$ cat src/hdl/cms_pkg.sv
// shared types, widths and codes of the cube map texel sampler
// no dependencies; used by every module of the block
`default_nettype none

package cms_pkg;

    // fixed field widths
    localparam int DIR_W     = 16;
    localparam int MAG_W     = 17;   // holds 2*|component| and u + |m|
    localparam int FACE_W    = 3;
    localparam int LOAD_W    = 6;
    localparam int TEXEL_W   = 24;
    localparam int CFG_W     = 7;
    localparam int CFG_IDX_W = 2;

    localparam int IN_TDATA_W  = 88;
    localparam int OUT_TDATA_W = 32;

    localparam int MAX_FACE_SIDE_DEF = 64;
    localparam int FACE_COUNT        = 6;

    // register indexes
    localparam logic [CFG_IDX_W-1:0] CFG_IDX_WIDTH  = 2'd0;
    localparam logic [CFG_IDX_W-1:0] CFG_IDX_HEIGHT = 2'd1;
    localparam logic [CFG_W-1:0]     CFG_SIZE_RESET = 7'd64;

    // item kinds
    localparam logic FUNC_WRITE  = 1'b0;
    localparam logic FUNC_SAMPLE = 1'b1;

    // face codes
    localparam logic [FACE_W-1:0] FACE_NEG_Z = 3'd0;
    localparam logic [FACE_W-1:0] FACE_POS_Z = 3'd1;
    localparam logic [FACE_W-1:0] FACE_NEG_X = 3'd2;
    localparam logic [FACE_W-1:0] FACE_POS_X = 3'd3;
    localparam logic [FACE_W-1:0] FACE_NEG_Y = 3'd4;
    localparam logic [FACE_W-1:0] FACE_POS_Y = 3'd5;
    localparam logic [FACE_W-1:0] FACE_NONE  = 3'd6;

    // one accepted input word
    typedef struct packed {
        logic                     func;
        logic signed [DIR_W-1:0]  dir_x;
        logic signed [DIR_W-1:0]  dir_y;
        logic signed [DIR_W-1:0]  dir_z;
        logic [FACE_W-1:0]        load_face;
        logic [LOAD_W-1:0]        load_column;
        logic [LOAD_W-1:0]        load_row;
        logic [TEXEL_W-1:0]       load_texel;
    } t_item;

    // sideband that rides along the divider pipeline
    typedef struct packed {
        logic                     func;
        logic                     zero;
        logic [FACE_W-1:0]        face;
        logic [FACE_W-1:0]        load_face;
        logic [LOAD_W-1:0]        load_column;
        logic [LOAD_W-1:0]        load_row;
        logic [TEXEL_W-1:0]       load_texel;
    } t_side;

    // decoded direction
    typedef struct packed {
        t_side                    side;
        logic [MAG_W-1:0]         u_off;   // u + m
        logic [MAG_W-1:0]         v_off;   // v + m
        logic [MAG_W-1:0]         den;     // 2 * m
    } t_dec;

endpackage

`default_nettype wire

$ cat src/hdl/cms_dir.sv
// direction decode stage: dominant axis, face and offset coordinates
// depends on cms_pkg
`default_nettype none

module cms_dir (
    input  wire logic          i_clk,
    input  wire logic          i_rst_n,
    input  wire logic          i_adv,
    input  wire logic          i_valid,
    input  wire cms_pkg::t_item i_item,
    output logic               o_valid,
    output cms_pkg::t_dec      o_dec
);

    logic                   r_valid;
    cms_pkg::t_dec          r_dec;
    cms_pkg::t_dec          n_dec;
    logic signed [17:0]     sx, sy, sz, ax, ay, az, m, u, v;

    // sign-extend and take magnitudes
    always_comb begin
        sx = 18'(i_item.dir_x);
        sy = 18'(i_item.dir_y);
        sz = 18'(i_item.dir_z);
        ax = (sx < 0) ? -sx : sx;
        ay = (sy < 0) ? -sy : sy;
        az = (sz < 0) ? -sz : sz;
    end

    // axis pick in tie order z, y, x
    always_comb begin
        n_dec.side.func        = i_item.func;
        n_dec.side.zero        = (sx == 0) && (sy == 0) && (sz == 0);
        n_dec.side.load_face   = i_item.load_face;
        n_dec.side.load_column = i_item.load_column;
        n_dec.side.load_row    = i_item.load_row;
        n_dec.side.load_texel  = i_item.load_texel;
        if ((az >= ay) && (az >= ax)) begin
            m = az;
            v = -sy;
            if (sz < 0) begin
                n_dec.side.face = cms_pkg::FACE_NEG_Z;
                u = -sx;
            end else begin
                n_dec.side.face = cms_pkg::FACE_POS_Z;
                u = sx;
            end
        end else if ((ax > az) && (ax > ay)) begin
            m = ax;
            v = -sy;
            if (sx < 0) begin
                n_dec.side.face = cms_pkg::FACE_NEG_X;
                u = sz;
            end else begin
                n_dec.side.face = cms_pkg::FACE_POS_X;
                u = -sz;
            end
        end else begin
            m = ay;
            v = sz;
            if (sy < 0) begin
                n_dec.side.face = cms_pkg::FACE_NEG_Y;
                u = -sx;
            end else begin
                n_dec.side.face = cms_pkg::FACE_POS_Y;
                u = sx;
            end
        end
        // offsets lie in 0..2m, so they fit the unsigned magnitude width
        n_dec.u_off = cms_pkg::MAG_W'(u + m);
        n_dec.v_off = cms_pkg::MAG_W'(v + m);
        n_dec.den   = cms_pkg::MAG_W'(m + m);
    end

    // stage valid
    always_ff @(posedge i_clk) begin
        if (!i_rst_n) begin
            r_valid <= 1'b0;
        end else if (i_adv) begin
            r_valid <= i_valid;
        end
    end

    // stage payload
    always_ff @(posedge i_clk) begin
        if (i_adv) begin
            r_dec <= n_dec;
        end
    end

    assign o_valid = r_valid;
    assign o_dec   = r_dec;

endmodule

`default_nettype wire

$ cat config.mk
export PLATFORM = sky130hd
export DESIGN_NAME = cms_dir
export DESIGN_NICKNAME = d
export VERILOG_FILES = /design/src/hdl/cms_pkg.sv /design/src/hdl/cms_dir.sv
export SDC_FILE = /design/constraint.sdc
export NUM_CORES = 1
export LEC_CHECK = 0
export BUFFER_PORTS_ARGS = -buffer_cell sky130_fd_sc_hd__buf_2
export CAP_MARGIN = 20
export CORE_MARGIN = 3
export CORE_UTILIZATION = 51
export CTS_CLUSTER_SIZE = 28
export DETAILED_ROUTE_END_ITERATION = 8
export PLACE_DENSITY = 0.79
export SYNTH_ARGS = -nofsm -noshare
export SYNTH_HDL_FRONTEND = slang
export SYNTH_SLANG_ARGS = --single-unit
$ cat constraint.sdc
create_clock -name i_clk -period 7.5 [get_ports i_clk]
set_clock_uncertainty 0.15 [all_clocks]
set_input_delay 0.375 -clock i_clk [delete_from_list [all_inputs] [get_ports i_clk]]
set_output_delay 0.375 -clock i_clk [all_outputs]
set_load 0.03 [all_outputs]
Word-level counts from Yosys, hierarchy flattened
Cells that the tools add are included.

Add/subtract/negate cells: 6. Reductions and logical operators: 7. $lt $le $gt $ge: 7. Multiplexer cells: 17.

Operators by type and width (count): two-way mux 17 bit (9); logical NOT 32 bit (3); two-way mux 18 bit (3); negation 16 -> 18 bit (3); adder 17 bit (3); less-than comparator 16 x 1 -> 1 bit (second input constant) (3); >= comparator 18 bit (2); greater-than comparator 18 bit (2); two-way mux 3 bit (2); logical AND 1 bit (4); two-way mux 1 bit (3).

Bits in registers: 96. Word-level logic and storage cells: 48. Output and inout bits: 96.

Longest topological paths before layout
Depth in word-level cells: 7. Depth in mapped cells: 38. Mapped depth without buffers: 36.

Least setup slack after synthesis
OpenSTA, ideal clock, no wires.

Path type: input-to-reg. Start point: input i_item[39] in the netlist's numbering. End point: register r_dec (netlist bit o_dec[50]) (data pin). Cell stages on the path: 36. Required time: 7.090 ns. Slack: -0.094 ns. Arrival: 7.184 ns. Library setup time: 0.260 ns. Cell sequence: inv_1 ha_1 or4b_1 nand2b_1 or4_1 nor3_1 nand2b_1 xnor2_1 inv_1 ha_1 a21oi_1 nor2b_1 o21ai_0 nand2b_1 a21oi_1 a311oi_2 o211a_4 buf_2 clkbuf_1 clkbuf_1 a221oi_1 ha_1 inv_1 fa_1 inv_1 a21oi_1 o21bai_1 a21oi_1 maj3_1 mux2i_1 mux2i_2 a2111oi_2 a2111oi_2 o31ai_1 a21oi_1 xnor2_1.

RTL lines: from (decl) (RTL line cms_dir.sv:10) `input wire cms_pkg::t_item i_item,`; to (signal assigned) (RTL line cms_dir.sv:87) `r_dec <= n_dec;`; to (decl) (RTL line cms_dir.sv:16) `cms_pkg::t_dec r_dec;`.

==> key figures <==
Status
  • Status: finished clean

Worst setup path
  • Critical Path Fanout Max: 4
  • Worst path required time: 7450 ps
  • CP max stage delay: 580 ps
  • Worst R2R Setup Slack: about 6800 ps
  • Crit-path slowest cell: or4b_4
  • Crit-path most repeated cell: inv_1
  • Worst R2R Start: o_valid
  • Startpoint Class: primary input
  • Worst Path Arrival: between 7000 and 8000 ps
  • Crit Path Category: primary input to register
  • CP Capture Type: register
  • R2r endpoint: o_valid
  • Worst Reg2Reg Path Length in Cells: 2

Placement
  • Placed inst area: about 0.010 mm²
  • Place WS: -221 ps
  • Hpwl dp: 20500 µm
  • PortBufs: 186
  • Placed cell count: 1368
  • Gpl congestion: ~1

Logic synthesis
  • Synth Area per Inst: 9.30 µm²
  • Primary FF master, synth: edfxtp_1
  • Synth Register Bits: 95
  • Synth cell types: 86
  • Synth async-reset ratio: 0%
  • Mapped Area: roughly 0.0087 mm²
  • Yosys warnings: 0
  • Cell count after synthesis: around 930
  • Post-synth EDFFs: between 90 and 100
  • Post-synthesis sequential area ratio: around a third

Routing
  • Wirelength, routed: between 20000 and 30000 µm
  • Initial drt markers: 619
  • Routed length per instance: between 15 and 20 µm
  • # DRC: 0
  • Post-route ant nets: 0
  • Pre-antenna DRT Iters: 5
  • DR vias/cell: just under 6
  • Via count: between 8000 and 9000

Timing
  • Final setup vio count: 0
  • Crit path time final: 7290 ps
  • Final slew viol count: 0
  • Pin slew with the least headroom to its limit: around 1100 ps
  • Maximum clock frequency: ~0.14 GHz
  • Final hold vios: 0
  • Relative slew slack: 28.0%
  • Hold Slack: 46.6 ps
  • Final WS setup: 213 ps
  • Tcrit/Tclk final: 97.2%

Cells and area
  • Fin nets: between 1000 and 1500
  • Post-Layout Cell Count: 1391
  • Final Cell Area: between 0.01 and 0.015 mm²
  • Area growth from synthesis to layout: 24.3%
  • Share of layout cells above drive strength 1: between 20% and 30%

Power
  • VDD IR max: roughly 220 µV
  • Clock network fraction of total power: roughly 14%
  • Comb power frac: ~61%
  • LEAKAGE: approximately 4.8 nW
  • PD cells: 303 mW/mm²
  • Switching part of the total: 44.7%
  • Cell Int Power: ~1.8 mW
  • Switch Pwr: approximately 1.5 mW
  • Flop pwr share: between 20% and 30%

Clock network
  • CTS buffer count: 9
  • CTS root buf: clkbuf_16
  • Clock Latency Late Sink: 350 ps
  • CTS tree: built
  • Clock sink count: between 90 and 100
  • Clock transition at path regs: around 70 ps
  • H-tree levels: 3
  • Maximum clock path buffer count: 2

GRT
  • Initial antenna violation count: 0
  • First-pass GRT wire length: between 30000 and 40000 µm
  • Total GRT Usage: approximately 27%
  • Largest net degree at the start of global routing: 87
  • GRT overflow: 0
  • Vias in the first global route: around 7500

Floorplan
  • Area of the core: approximately 0.017 mm²
  • Die W: approximately 140 µm
  • Die height: approximately 140 µm
  • Initial core utilization: around 52%
  • I/O pin cnt: 188
  • Die area: between 0.015 and 0.02 mm²
  • Row count: 47

Job
  • Max-cap violations: 0

Min path
  • Hold Crit Class: primary input to register
  • Hold path endpoint: o_dec[65]
  • Min-delay src: i_item[14]
  • Hold path cells: 1
[routing by layer]
metal,part of all wire [%],routed length (µm),vias up,track usage [%]
met2,46,11800,388,42.9
li1,-,-,3869,-
met1,43,10900,3779,36.8
met4,3.1,786,0,10.8
met3,8.1,2080,58,3.44
met5,0,0,-,0
[registers in the layout (all words and copies together) (netlist names)]
| register | cells |
|---|---|
| o_valid | 1 |
| o_dec | 94 |
[what timing repair did]
action	in CTS	in global routing
buffers inserted	0	5
hold buffers	0	0
endpoints found under the setup margin	0	11
resized for setup	0	30
endpoints found under the hold margin	0	0
[cells in the mapped netlist, types with 5 or more instances]
cell type  instances  area, µm²
o41ai_1            8       70.1
mux2i_1            8       80.1
xor2_1            39        342
nand2b_1          15       93.8
xnor2_1           70        613
nor2b_1            8       50.1
a221oi_1          18        158
o31ai_1           11       82.6
o21a_1             6       45.0
o21ai_0           42        210
maj3_1            13        130
ha_1              84       1050
and3_1             5       31.3
edfxtp_1          94       2820
a31oi_1            7       43.8
or2_2              5       31.3
buf_2              6       30.0
o211ai_1           5       37.5
nor2_1            76        285
clkbuf_1          33        124
nor3_1            28        140
a21oi_1           47        235
or3_1             19        119
nand2_1           72        270
nand3_1           13       65.1
a211oi_1           6       45.0
a22oi_1            6       45.0
o21bai_1           6       45.0
o21ai_1            5       25.0
inv_1             67        251
a21o_1            16        120
[logic make-up (layout without fill, tap and decap cells)]
family	after synthesis	count (layout)	synth area share, %
AOI/OAI and AO/OA	222	222	18.5
xor gates and xnor gates	110	110	11.3
adders and majority gates	100	100	14.2
buffers and inverters	115	348	5.39
DFF	95	95	32.8
muxes	14	14	1.99
other	2	8	0.0868
and+or+nand+nor	273	274	15.6
[metrics by stage]
step / utilization, % / power, mW / TNS (ps)
after floorplan: - / 2.18 / 0
after global placement: 61.8 / 2.68 / 0
after detailed placement: 61.8 / 2.73 / -477
after CTS: 63.6 / 3.19 / 0
after global routing: 64.9 / 3.48 / -140
final: 64.9 / 3.27 / 0
[cell type report]
cell class,count,area (µm²)
flip-flops and latches,95,2840
inverters,69,264
clock inverters,7,78.8
diodes,1,2.50
repair buffers,263,1520
fillers,1369,5820
clock buffers,9,225
well taps,220,275
multi-input cells,727,5550
[worst max-delay path: cells and delay by family]
kind | cells | cell delay [ps]
adder cells (fa/ha/maj) | 5 | 1370
AO/OA/AOI/OAI | 11 | 2390
XOR/XNOR | 2 | 270
multiplexers | 2 | 330
buffers and inverters | 7 | 560
AND/OR/NAND/NOR | 8 | 1930
[power groups by stage]
stage / clock network, mW / registers [mW] / logic (mW)
4_1_cts: 0.461 / 0.840 / 1.89
3_5_place_dp: 0 / 0.850 / 1.88
6_report: 0.450 / 0.836 / 1.98
3_3_place_gp: 0 / 0.844 / 1.84
2_1_floorplan: 0 / 1.13 / 1.04
5_1_grt: 0.482 / 0.848 / 2.15
[layout by cell type, fill, tap and decap left out, types with 9 or more instances in the layout]
cell type,synthesis,layout
nor2_1,76,76
clkbuf_16,0,9
nor3_1,28,25
o31ai_1,11,10
ha_1,84,82
a21o_1,16,16
nand3_1,13,13
inv_1,67,67
nand2b_1,15,12
edfxtp_1,94,94
o21ai_0,42,41
a21oi_1,47,44
buf_2,6,185
a221oi_1,18,16
xor2_1,39,39
or3_1,19,19
nand2_1,72,72
buf_4,2,77
maj3_1,13,13
xnor2_1,70,68
[worst max path at each step]
stage           endpoint  slack (ps)        from
2_1_floorplan  o_dec[50]          30  i_item[39]
3_3_place_gp   o_dec[50]          30  i_item[40]
3_5_place_dp   o_dec[50]        -220  i_item[40]
4_1_cts        o_dec[50]         140  i_item[40]
5_1_grt        o_dec[50]        -130  i_item[40]
6_report       o_dec[50]         210  i_item[40]
(Power assumes the default switching activity.)
