<file path="config.mk">
export PLATFORM = sky130hd
export DESIGN_NAME = cms_div
export DESIGN_NICKNAME = d
export VERILOG_FILES = /design/src/hdl/cms_pkg.sv /design/src/hdl/cms_div.sv
export SDC_FILE = /design/constraint.sdc
export NUM_CORES = 2
export LEC_CHECK = 0
export BUFFER_PORTS_ARGS = -buffer_cell sky130_fd_sc_hd__buf_2
export CORE_UTILIZATION = 40
export DETAILED_ROUTE_END_ITERATION = 10
export PLACE_DENSITY = 0.57
export SLEW_MARGIN = 20
export SYNTH_ARGS = -nofsm -noshare
export SYNTH_HDL_FRONTEND = slang
export SYNTH_SLANG_ARGS = --single-unit
</file>
<file path="constraint.sdc">
create_clock -name i_clk -period 4.89 [get_ports i_clk]
set_clock_uncertainty 0.05 [all_clocks]
set_input_delay 0 -clock i_clk [delete_from_list [all_inputs] [get_ports i_clk]]
set_output_delay 0 -clock i_clk [all_outputs]
set_load 0.01 [all_outputs]
</file>
<file path="src/hdl/cms_pkg.sv">
// shared types, widths and codes of the cube map texel sampler
// no dependencies; used by every module of the block
`default_nettype none

package cms_pkg;

    // fixed field widths
    localparam int DIR_W     = 16;
    localparam int MAG_W     = 17;   // holds 2*|component| and u + |m|
    localparam int FACE_W    = 3;
    localparam int LOAD_W    = 6;
    localparam int TEXEL_W   = 24;
    localparam int CFG_W     = 7;
    localparam int CFG_IDX_W = 2;

    localparam int IN_TDATA_W  = 88;
    localparam int OUT_TDATA_W = 32;

    localparam int MAX_FACE_SIDE_DEF = 64;
    localparam int FACE_COUNT        = 6;

    // register indexes
    localparam logic [CFG_IDX_W-1:0] CFG_IDX_WIDTH  = 2'd0;
    localparam logic [CFG_IDX_W-1:0] CFG_IDX_HEIGHT = 2'd1;
    localparam logic [CFG_W-1:0]     CFG_SIZE_RESET = 7'd64;

    // item kinds
    localparam logic FUNC_WRITE  = 1'b0;
    localparam logic FUNC_SAMPLE = 1'b1;

    // face codes
    localparam logic [FACE_W-1:0] FACE_NEG_Z = 3'd0;
    localparam logic [FACE_W-1:0] FACE_POS_Z = 3'd1;
    localparam logic [FACE_W-1:0] FACE_NEG_X = 3'd2;
    localparam logic [FACE_W-1:0] FACE_POS_X = 3'd3;
    localparam logic [FACE_W-1:0] FACE_NEG_Y = 3'd4;
    localparam logic [FACE_W-1:0] FACE_POS_Y = 3'd5;
    localparam logic [FACE_W-1:0] FACE_NONE  = 3'd6;

    // one accepted input word
    typedef struct packed {
        logic                     func;
        logic signed [DIR_W-1:0]  dir_x;
        logic signed [DIR_W-1:0]  dir_y;
        logic signed [DIR_W-1:0]  dir_z;
        logic [FACE_W-1:0]        load_face;
        logic [LOAD_W-1:0]        load_column;
        logic [LOAD_W-1:0]        load_row;
        logic [TEXEL_W-1:0]       load_texel;
    } t_item;

    // sideband that rides along the divider pipeline
    typedef struct packed {
        logic                     func;
        logic                     zero;
        logic [FACE_W-1:0]        face;
        logic [FACE_W-1:0]        load_face;
        logic [LOAD_W-1:0]        load_column;
        logic [LOAD_W-1:0]        load_row;
        logic [TEXEL_W-1:0]       load_texel;
    } t_side;

    // decoded direction
    typedef struct packed {
        t_side                    side;
        logic [MAG_W-1:0]         u_off;   // u + m
        logic [MAG_W-1:0]         v_off;   // v + m
        logic [MAG_W-1:0]         den;     // 2 * m
    } t_dec;

endpackage

`default_nettype wire

</file>
<file path="src/hdl/cms_div.sv">
// scale and divide pipeline: one multiply stage, then one quotient bit per stage
// for column and row in parallel; depends on cms_pkg
`default_nettype none

module cms_div #(
    parameter int MAX_FACE_SIDE = cms_pkg::MAX_FACE_SIDE_DEF,
    localparam int SIZE_W       = $clog2(MAX_FACE_SIDE + 1)
) (
    input  wire logic                 i_clk,
    input  wire logic                 i_rst_n,
    input  wire logic                 i_adv,
    input  wire logic                 i_valid,
    input  wire cms_pkg::t_dec        i_dec,
    input  wire logic [SIZE_W-1:0]    i_width,
    input  wire logic [SIZE_W-1:0]    i_height,
    output logic                      o_valid,
    output cms_pkg::t_side            o_side,
    output logic [SIZE_W-1:0]         o_q_col,
    output logic [SIZE_W-1:0]         o_q_row
);

    localparam int NW     = cms_pkg::MAG_W + SIZE_W;

    logic                   r_v    [0:SIZE_W];
    cms_pkg::t_side         r_side [0:SIZE_W];
    logic [SIZE_W-1:0]      r_q_c  [0:SIZE_W];
    logic [SIZE_W-1:0]      r_q_r  [0:SIZE_W];
    logic [NW-1:0]          r_rem_c [0:SIZE_W-1];
    logic [NW-1:0]          r_rem_r [0:SIZE_W-1];
    logic [cms_pkg::MAG_W-1:0] r_den [0:SIZE_W-1];

    logic                   n_ge_c  [0:SIZE_W-1];
    logic                   n_ge_r  [0:SIZE_W-1];
    logic [NW-1:0]          n_rem_c [0:SIZE_W-1];
    logic [NW-1:0]          n_rem_r [0:SIZE_W-1];
    logic [SIZE_W-1:0]      n_q_c   [0:SIZE_W-1];
    logic [SIZE_W-1:0]      n_q_r   [0:SIZE_W-1];

    // restoring step per stage, stage s settles quotient bit SIZE_W-1-s
    always_comb begin
        for (int s = 0; s < SIZE_W; s++) begin
            n_ge_c[s]  = r_rem_c[s] >= (NW'(r_den[s]) << (SIZE_W - 1 - s));
            n_ge_r[s]  = r_rem_r[s] >= (NW'(r_den[s]) << (SIZE_W - 1 - s));
            n_rem_c[s] = n_ge_c[s] ? r_rem_c[s] - (NW'(r_den[s]) << (SIZE_W - 1 - s))
                                   : r_rem_c[s];
            n_rem_r[s] = n_ge_r[s] ? r_rem_r[s] - (NW'(r_den[s]) << (SIZE_W - 1 - s))
                                   : r_rem_r[s];
            n_q_c[s]   = (r_q_c[s] << 1) | SIZE_W'(n_ge_c[s]);
            n_q_r[s]   = (r_q_r[s] << 1) | SIZE_W'(n_ge_r[s]);
        end
    end

    // valid chain
    always_ff @(posedge i_clk) begin
        if (!i_rst_n) begin
            for (int s = 0; s <= SIZE_W; s++) begin
                r_v[s] <= 1'b0;
            end
        end else if (i_adv) begin
            r_v[0] <= i_valid;
            for (int s = 0; s < SIZE_W; s++) begin
                r_v[s+1] <= r_v[s];
            end
        end
    end

    // multiply stage, quotient / sideband chain, partial remainders and divisor
    always_ff @(posedge i_clk) begin
        if (i_adv) begin
            r_side[0]  <= i_dec.side;
            r_q_c[0]   <= '0;
            r_q_r[0]   <= '0;
            r_rem_c[0] <= NW'(i_width) * NW'(i_dec.u_off);
            r_rem_r[0] <= NW'(i_height) * NW'(i_dec.v_off);
            r_den[0]   <= i_dec.den;
            for (int s = 0; s < SIZE_W; s++) begin
                r_side[s+1] <= r_side[s];
                r_q_c[s+1]  <= n_q_c[s];
                r_q_r[s+1]  <= n_q_r[s];
            end
            for (int s = 0; s < SIZE_W - 1; s++) begin
                r_rem_c[s+1] <= n_rem_c[s];
                r_rem_r[s+1] <= n_rem_r[s];
                r_den[s+1]   <= r_den[s];
            end
        end
    end

    assign o_valid = r_v[SIZE_W];
    assign o_side  = r_side[SIZE_W];
    assign o_q_col = r_q_c[SIZE_W];
    assign o_q_row = r_q_r[SIZE_W];

endmodule

`default_nettype wire

</file>
Word-level counts from Yosys, hierarchy flattened:

Memory sizes are Yosys's and may differ from the RTL's.
Cells that the tools add are included.
Widths: inputs -> output; s select.

* multiply operators: 2
* reduce and logical (&&, ||, !) cells: 0
* equality and inequality tests: 0
* shifts and indexed selects: 0
* divide/modulo/power cells: 0
* muxes and demuxes: 25
* order comparisons: 14
* add/subtract/negate cells: 12
* bitwise operators: 22

Operators by type and width (count)
* $mux 24: 12
* $or 7x1->7: 14
* $ge 24x17->1: 2
* $ge 24x18->1: 2
* $ge 24x19->1: 2
* $ge 24x20->1: 2
* $ge 24x21->1: 2
* $ge 24x22->1: 2
* $ge 24x23->1: 2
* $mul 7x17->24: 2
* $sub 24x18->24: 2
* $sub 24x19->24: 2
* $sub 24x20->24: 2
* $sub 24x21->24: 2
* $sub 24x22->24: 2
* $sub 24x23->24: 2
* $mux 1: 13
* $or 1x1->1: 8

* input bits: 113
* bits in latches: 0
* logic and storage cells: 82
* register bits after elaboration: 0
* memories: 7
* bits in read-only memories: 0
* RAM bits: 927

Memories
* r_side: words 8, width 44, read ports 8, clocked after Yosys merged registers in 0, write ports 8, RTL line cms_div.sv:25 `cms_pkg::t_side r_side [0:SIZE_W];`
* r_rem_c: words 7, width 24, read ports 7, clocked after Yosys merged registers in 0, write ports 7, RTL line cms_div.sv:28 `logic [NW-1:0] r_rem_c [0:SIZE_W-1];`
* r_rem_r: words 7, width 24, read ports 7, clocked after Yosys merged registers in 0, write ports 7, RTL line cms_div.sv:29 `logic [NW-1:0] r_rem_r [0:SIZE_W-1];`
* r_den: words 7, width 17, read ports 7, clocked after Yosys merged registers in 0, write ports 7, RTL line cms_div.sv:30 `logic [cms_pkg::MAG_W-1:0] r_den [0:SIZE_W-1];`
* r_q_c: words 8, width 7, read ports 8, clocked after Yosys merged registers in 0, write ports 8, RTL line cms_div.sv:26 `logic [SIZE_W-1:0] r_q_c [0:SIZE_W];`
* r_q_r: words 8, width 7, read ports 8, clocked after Yosys merged registers in 0, write ports 8, RTL line cms_div.sv:27 `logic [SIZE_W-1:0] r_q_r [0:SIZE_W];`
* 1 more memories

Depth between registers and ports, before layout:

* depth after elaboration: 4
* gate-level depth with buffers: 20
* gate-level depth less buffers: 18

Worst setup path before layout:

OpenSTA, ideal clock, no wires.

* path type: input-to-reg
* from: input port i_width[1]
* to: memory r_rem_c[0][18] (netlist bit), data pin
* stages: 17
* slack: 680 ps
* buffers on the path: 1
* data required time: 4582 ps
* arrival time: 3903 ps
* cells stage by stage: clkbuf_1 and2_1 fa_1 inv_1 fa_1 fa_1 fa_1 inv_1 ha_1 nor3_1 nor2_1 o31ai_1 nor2b_1 o21ai_0 a41o_1 a21oi_1 xnor2_1

RTL lines
* from (decl): RTL line cms_div.sv:14 `input wire logic [SIZE_W-1:0] i_width,`
* to (decl): RTL line cms_div.sv:28

==> metrics.cfg <==
[run_status]
status=finished, final reports clean

[pwr]
vdd_ir_drop_max_v=0.000317
p_leak_uw=0.0217
p_switching_uw=11000
cellPowerDensity_nw_per_um2=578
comb_power_share_pct=40.1
pwr-share-clk_pct=22.9
seqPwrFrac_pct=37.0
intPower_uw=20700
sw_frac_of_total_pct=34.8

[timing]
worstMarginPinSlew_ns=0.969
drv_slew=0
clock.fmax_mhz=230
max_slew_margin_pct=34.8
hold_viol=0
rsz0062_at_grt=no
tns_ns=0
finalSetupViolations=0
timing.final.crit_share_pct=88.9
layout_min_cycle_time_ns=4.34

[cts]
cts_setup_buffers=0
cts-resized-gates=0
cts_tree=yes
cts.clk_slew.worst_paths_ns=0.06
clk_root_buffer_cell=clkbuf_16
clock_latency_ns=0.67
htree_levels=3
clockBufferDepth=3
numCtsBuffers=93
cts.sinks=871

[finish]
nFillCells=10666
final_nets=4734
final_cell_area_um2=54800
drive_gt1_share_pct=9.97
syn_to_final_growth_pct=14.9
multi_input_area_um2=19800
register_area_um2=26100
n_antenna_cell=0
layout.cells.non_filler=5750

[setup_path]
crit_arrival_ns=4.68
startpoint_type=input port
r2r_start=r_den[1][1]
worstSetupEndpointType=flop
worstSetupPathType=input port to flop
worstPathRequired_ns=5.22
crit_path_max_incr_delay_ns=0.55
crit_top_cell=fa_1
path_max_fanout=7
setup.worst_path.start=i_dec[36]
slowest_stage=dlygate4sd3_1
r2r_end=r_rem_r[2][9]
crit_path_cell_trace=dlygate4sd3_1, buf_2, nand2_1, fa_1, fa_1, inv_1, fa_1, fa_1, ha_1, o21ai_0, o21bai_1, o31ai_1, nor2b_1, o21ai_0, a41o_1, a21oi_1, xnor2_1
regToRegSetupSlack_ns=1.03
reg2reg_depth=11

[logic_synthesis]
synth_commonest_cells=edfxtp_1 (870), inv_1 (331), ha_1 (322)
synth-edff-count=870
synth.most_common_cell=edfxtp_1
yosysTopAreaCell=edfxtp_1
synthArstFlopShare_pct=0
synthFlopType=edfxtp_1
synthMuxAreaShare_pct=1.66
syn_area_per_cell_um2=12.5
synth_compound_area_share_pct=10.5
ys_seq_area_share_pct=54.8
synth_seq_cells=871
yosys-top-cells-area=edfxtp_1 (55%), ha_1 (8.4%), fa_1 (6.7%)
syn_area_um2=47700
synth_top_family_by_area=adder cells
yosysUniqueCellTypes=92
yosys_warnings=0
syn_inst=3818
synth_nets=4413
synth_top_area_share_pct=54.7
synth_fa_ha_area_share_pct=15.2
synth_simple_gate_area_share_pct=9.99
synth_xor_area_share_pct=4.00

[routing]
finalWirelength_um=97500
vias=28940
drc=0
wl_per_cell_um=17.0
drtAntennaViolNets=0
drtIter0Drc=2118
avgViaCountPerCell=5.03
firstDrtPassIters=5

[hold_path]
min_path_cells=4
hp-class=input port to flop
hold_end=r_rem_c[0][3]
min-delay-start=i_dec[37]

[global_route]
overflow=0
grt_use_total_pct=16.1
grt_pass1_vias=28805
grt_pass1_wl_um=154000
antenna_found_initial=0
grt_max_degree=136

[place]
gp_congestion=0.883
hpwl_um=72500
dpl_cell_area_um2=50200
portBuffers=171
dp_cells=5440

[floorplan]
fp.dieH_um=347
die_w_um=347
rows=126
ioPinCount=172
start_util_pct=40.4
core_um2=118000
die_area_um2=121000

[run]
cap_violations=0

critical path: cells and delay by family:
| kind | cells | cell delay, ns |
|---|---|---|
| fa+ha+maj | 5 | 2.23 |
| compound gates | 6 | 1.16 |
| buf+inv | 3 | 0.80 |
| simple gates | 2 | 0.39 |
| xor+xnor | 1 | 0.08 |
power by group through the flow:
stage	sequential (uW)	clock (uW)	combinational [uW]
6_report	11700	7260	12700
5_1_grt	11900	7770	14400
4_1_cts	11700	7500	12800
3_5_place_dp	11900	0	12600
3_3_place_gp	11900	0	12500
2_1_floorplan	11400	0	9880
repair_timing:
| action | in CTS | in global routing |
|---|---|---|
| endpoints found under the setup margin | 0 | 0 |
| hold buffers | 139 | 0 |
| endpoints found under the hold margin | 166 | 0 |
per-stage QoR:
| stage | worst slack [ns] | hold slack (ns) | util [%] | power, uW |
|---|---|---|---|---|
| after floorplan | 0.680 | 0.0489 | - | 21200 |
| after global placement | 0.317 | 0.127 | 42.4 | 24400 |
| after detailed placement | 0.306 | 0.128 | 42.4 | 24500 |
| after CTS | 0.605 | 0.0318 | 46.3 | 32000 |
| after global routing | 0.284 | 0.0506 | 46.4 | 34100 |
| final | 0.545 | 0.0771 | 46.4 | 31700 |
sequential cells by signal, summed over array words and instances (netlist names):
register / count
r_side: 352
r_rem_c: 168
r_rem_r: 168
r_den: 119
r_q_c: 28
r_q_r: 28
r_v: 8
cell families (layout without fill, tap and decap cells):
group	count (synthesis)	in the layout
compound gates	796	796
xor+xnor	218	218
fa+ha+maj	482	482
buf+inv	439	835
flops	871	871
mux	70	70
simple gates	942	942
final cells by class:
cell class	instances	share of cell area [%]
multi-input cells	2508	36.0
inverters	331	2.27
well taps	1536	3.51
clock buffers	114	4.46
repair buffers	334	4.64
clock inverters	56	1.39
flip-flops and latches	871	47.7
worst max-delay path by stage:
stage / to / slack [ns]
6_report: r_rem_c[0][18] / 0.55
5_1_grt: r_rem_c[0][18] / 0.28
4_1_cts: r_rem_c[0][18] / 0.61
3_5_place_dp: r_rem_c[0][18] / 0.31
3_3_place_gp: r_rem_r[0][23] / 0.32
2_1_floorplan: r_rem_c[0][18] / 0.68
cells in the final DEF, fill, tap and decap left out, types with 40 or more instances in the layout:
| cell | n |
|---|---|
| o21ai_0 | 220 |
| mux2_2 | 47 |
| nor3_1 | 47 |
| o21a_1 | 45 |
| xor2_1 | 89 |
| clkbuf_16 | 94 |
| and2_1 | 184 |
| xnor2_1 | 129 |
| fa_1 | 160 |
| a21o_1 | 82 |
| a21oi_1 | 224 |
| nand2_1 | 267 |
| buf_2 | 170 |
| dlygate4sd3_1 | 139 |
| nor2b_1 | 50 |
| nor2_1 | 180 |
| edfxtp_1 | 870 |
| inv_1 | 331 |
| ha_1 | 322 |
| nand4_1 | 40 |
layer usage:
layer	vias to the layer above	GRT usage (%)	share of wire, %
met1	13811	20.6	44
li1	14480	-	-
met2	487	27.6	49
met4	0	5.88	3.4
met5	-	0	0
met3	162	2.27	3.0
Note: power is estimated with default switching activity, not from simulation.
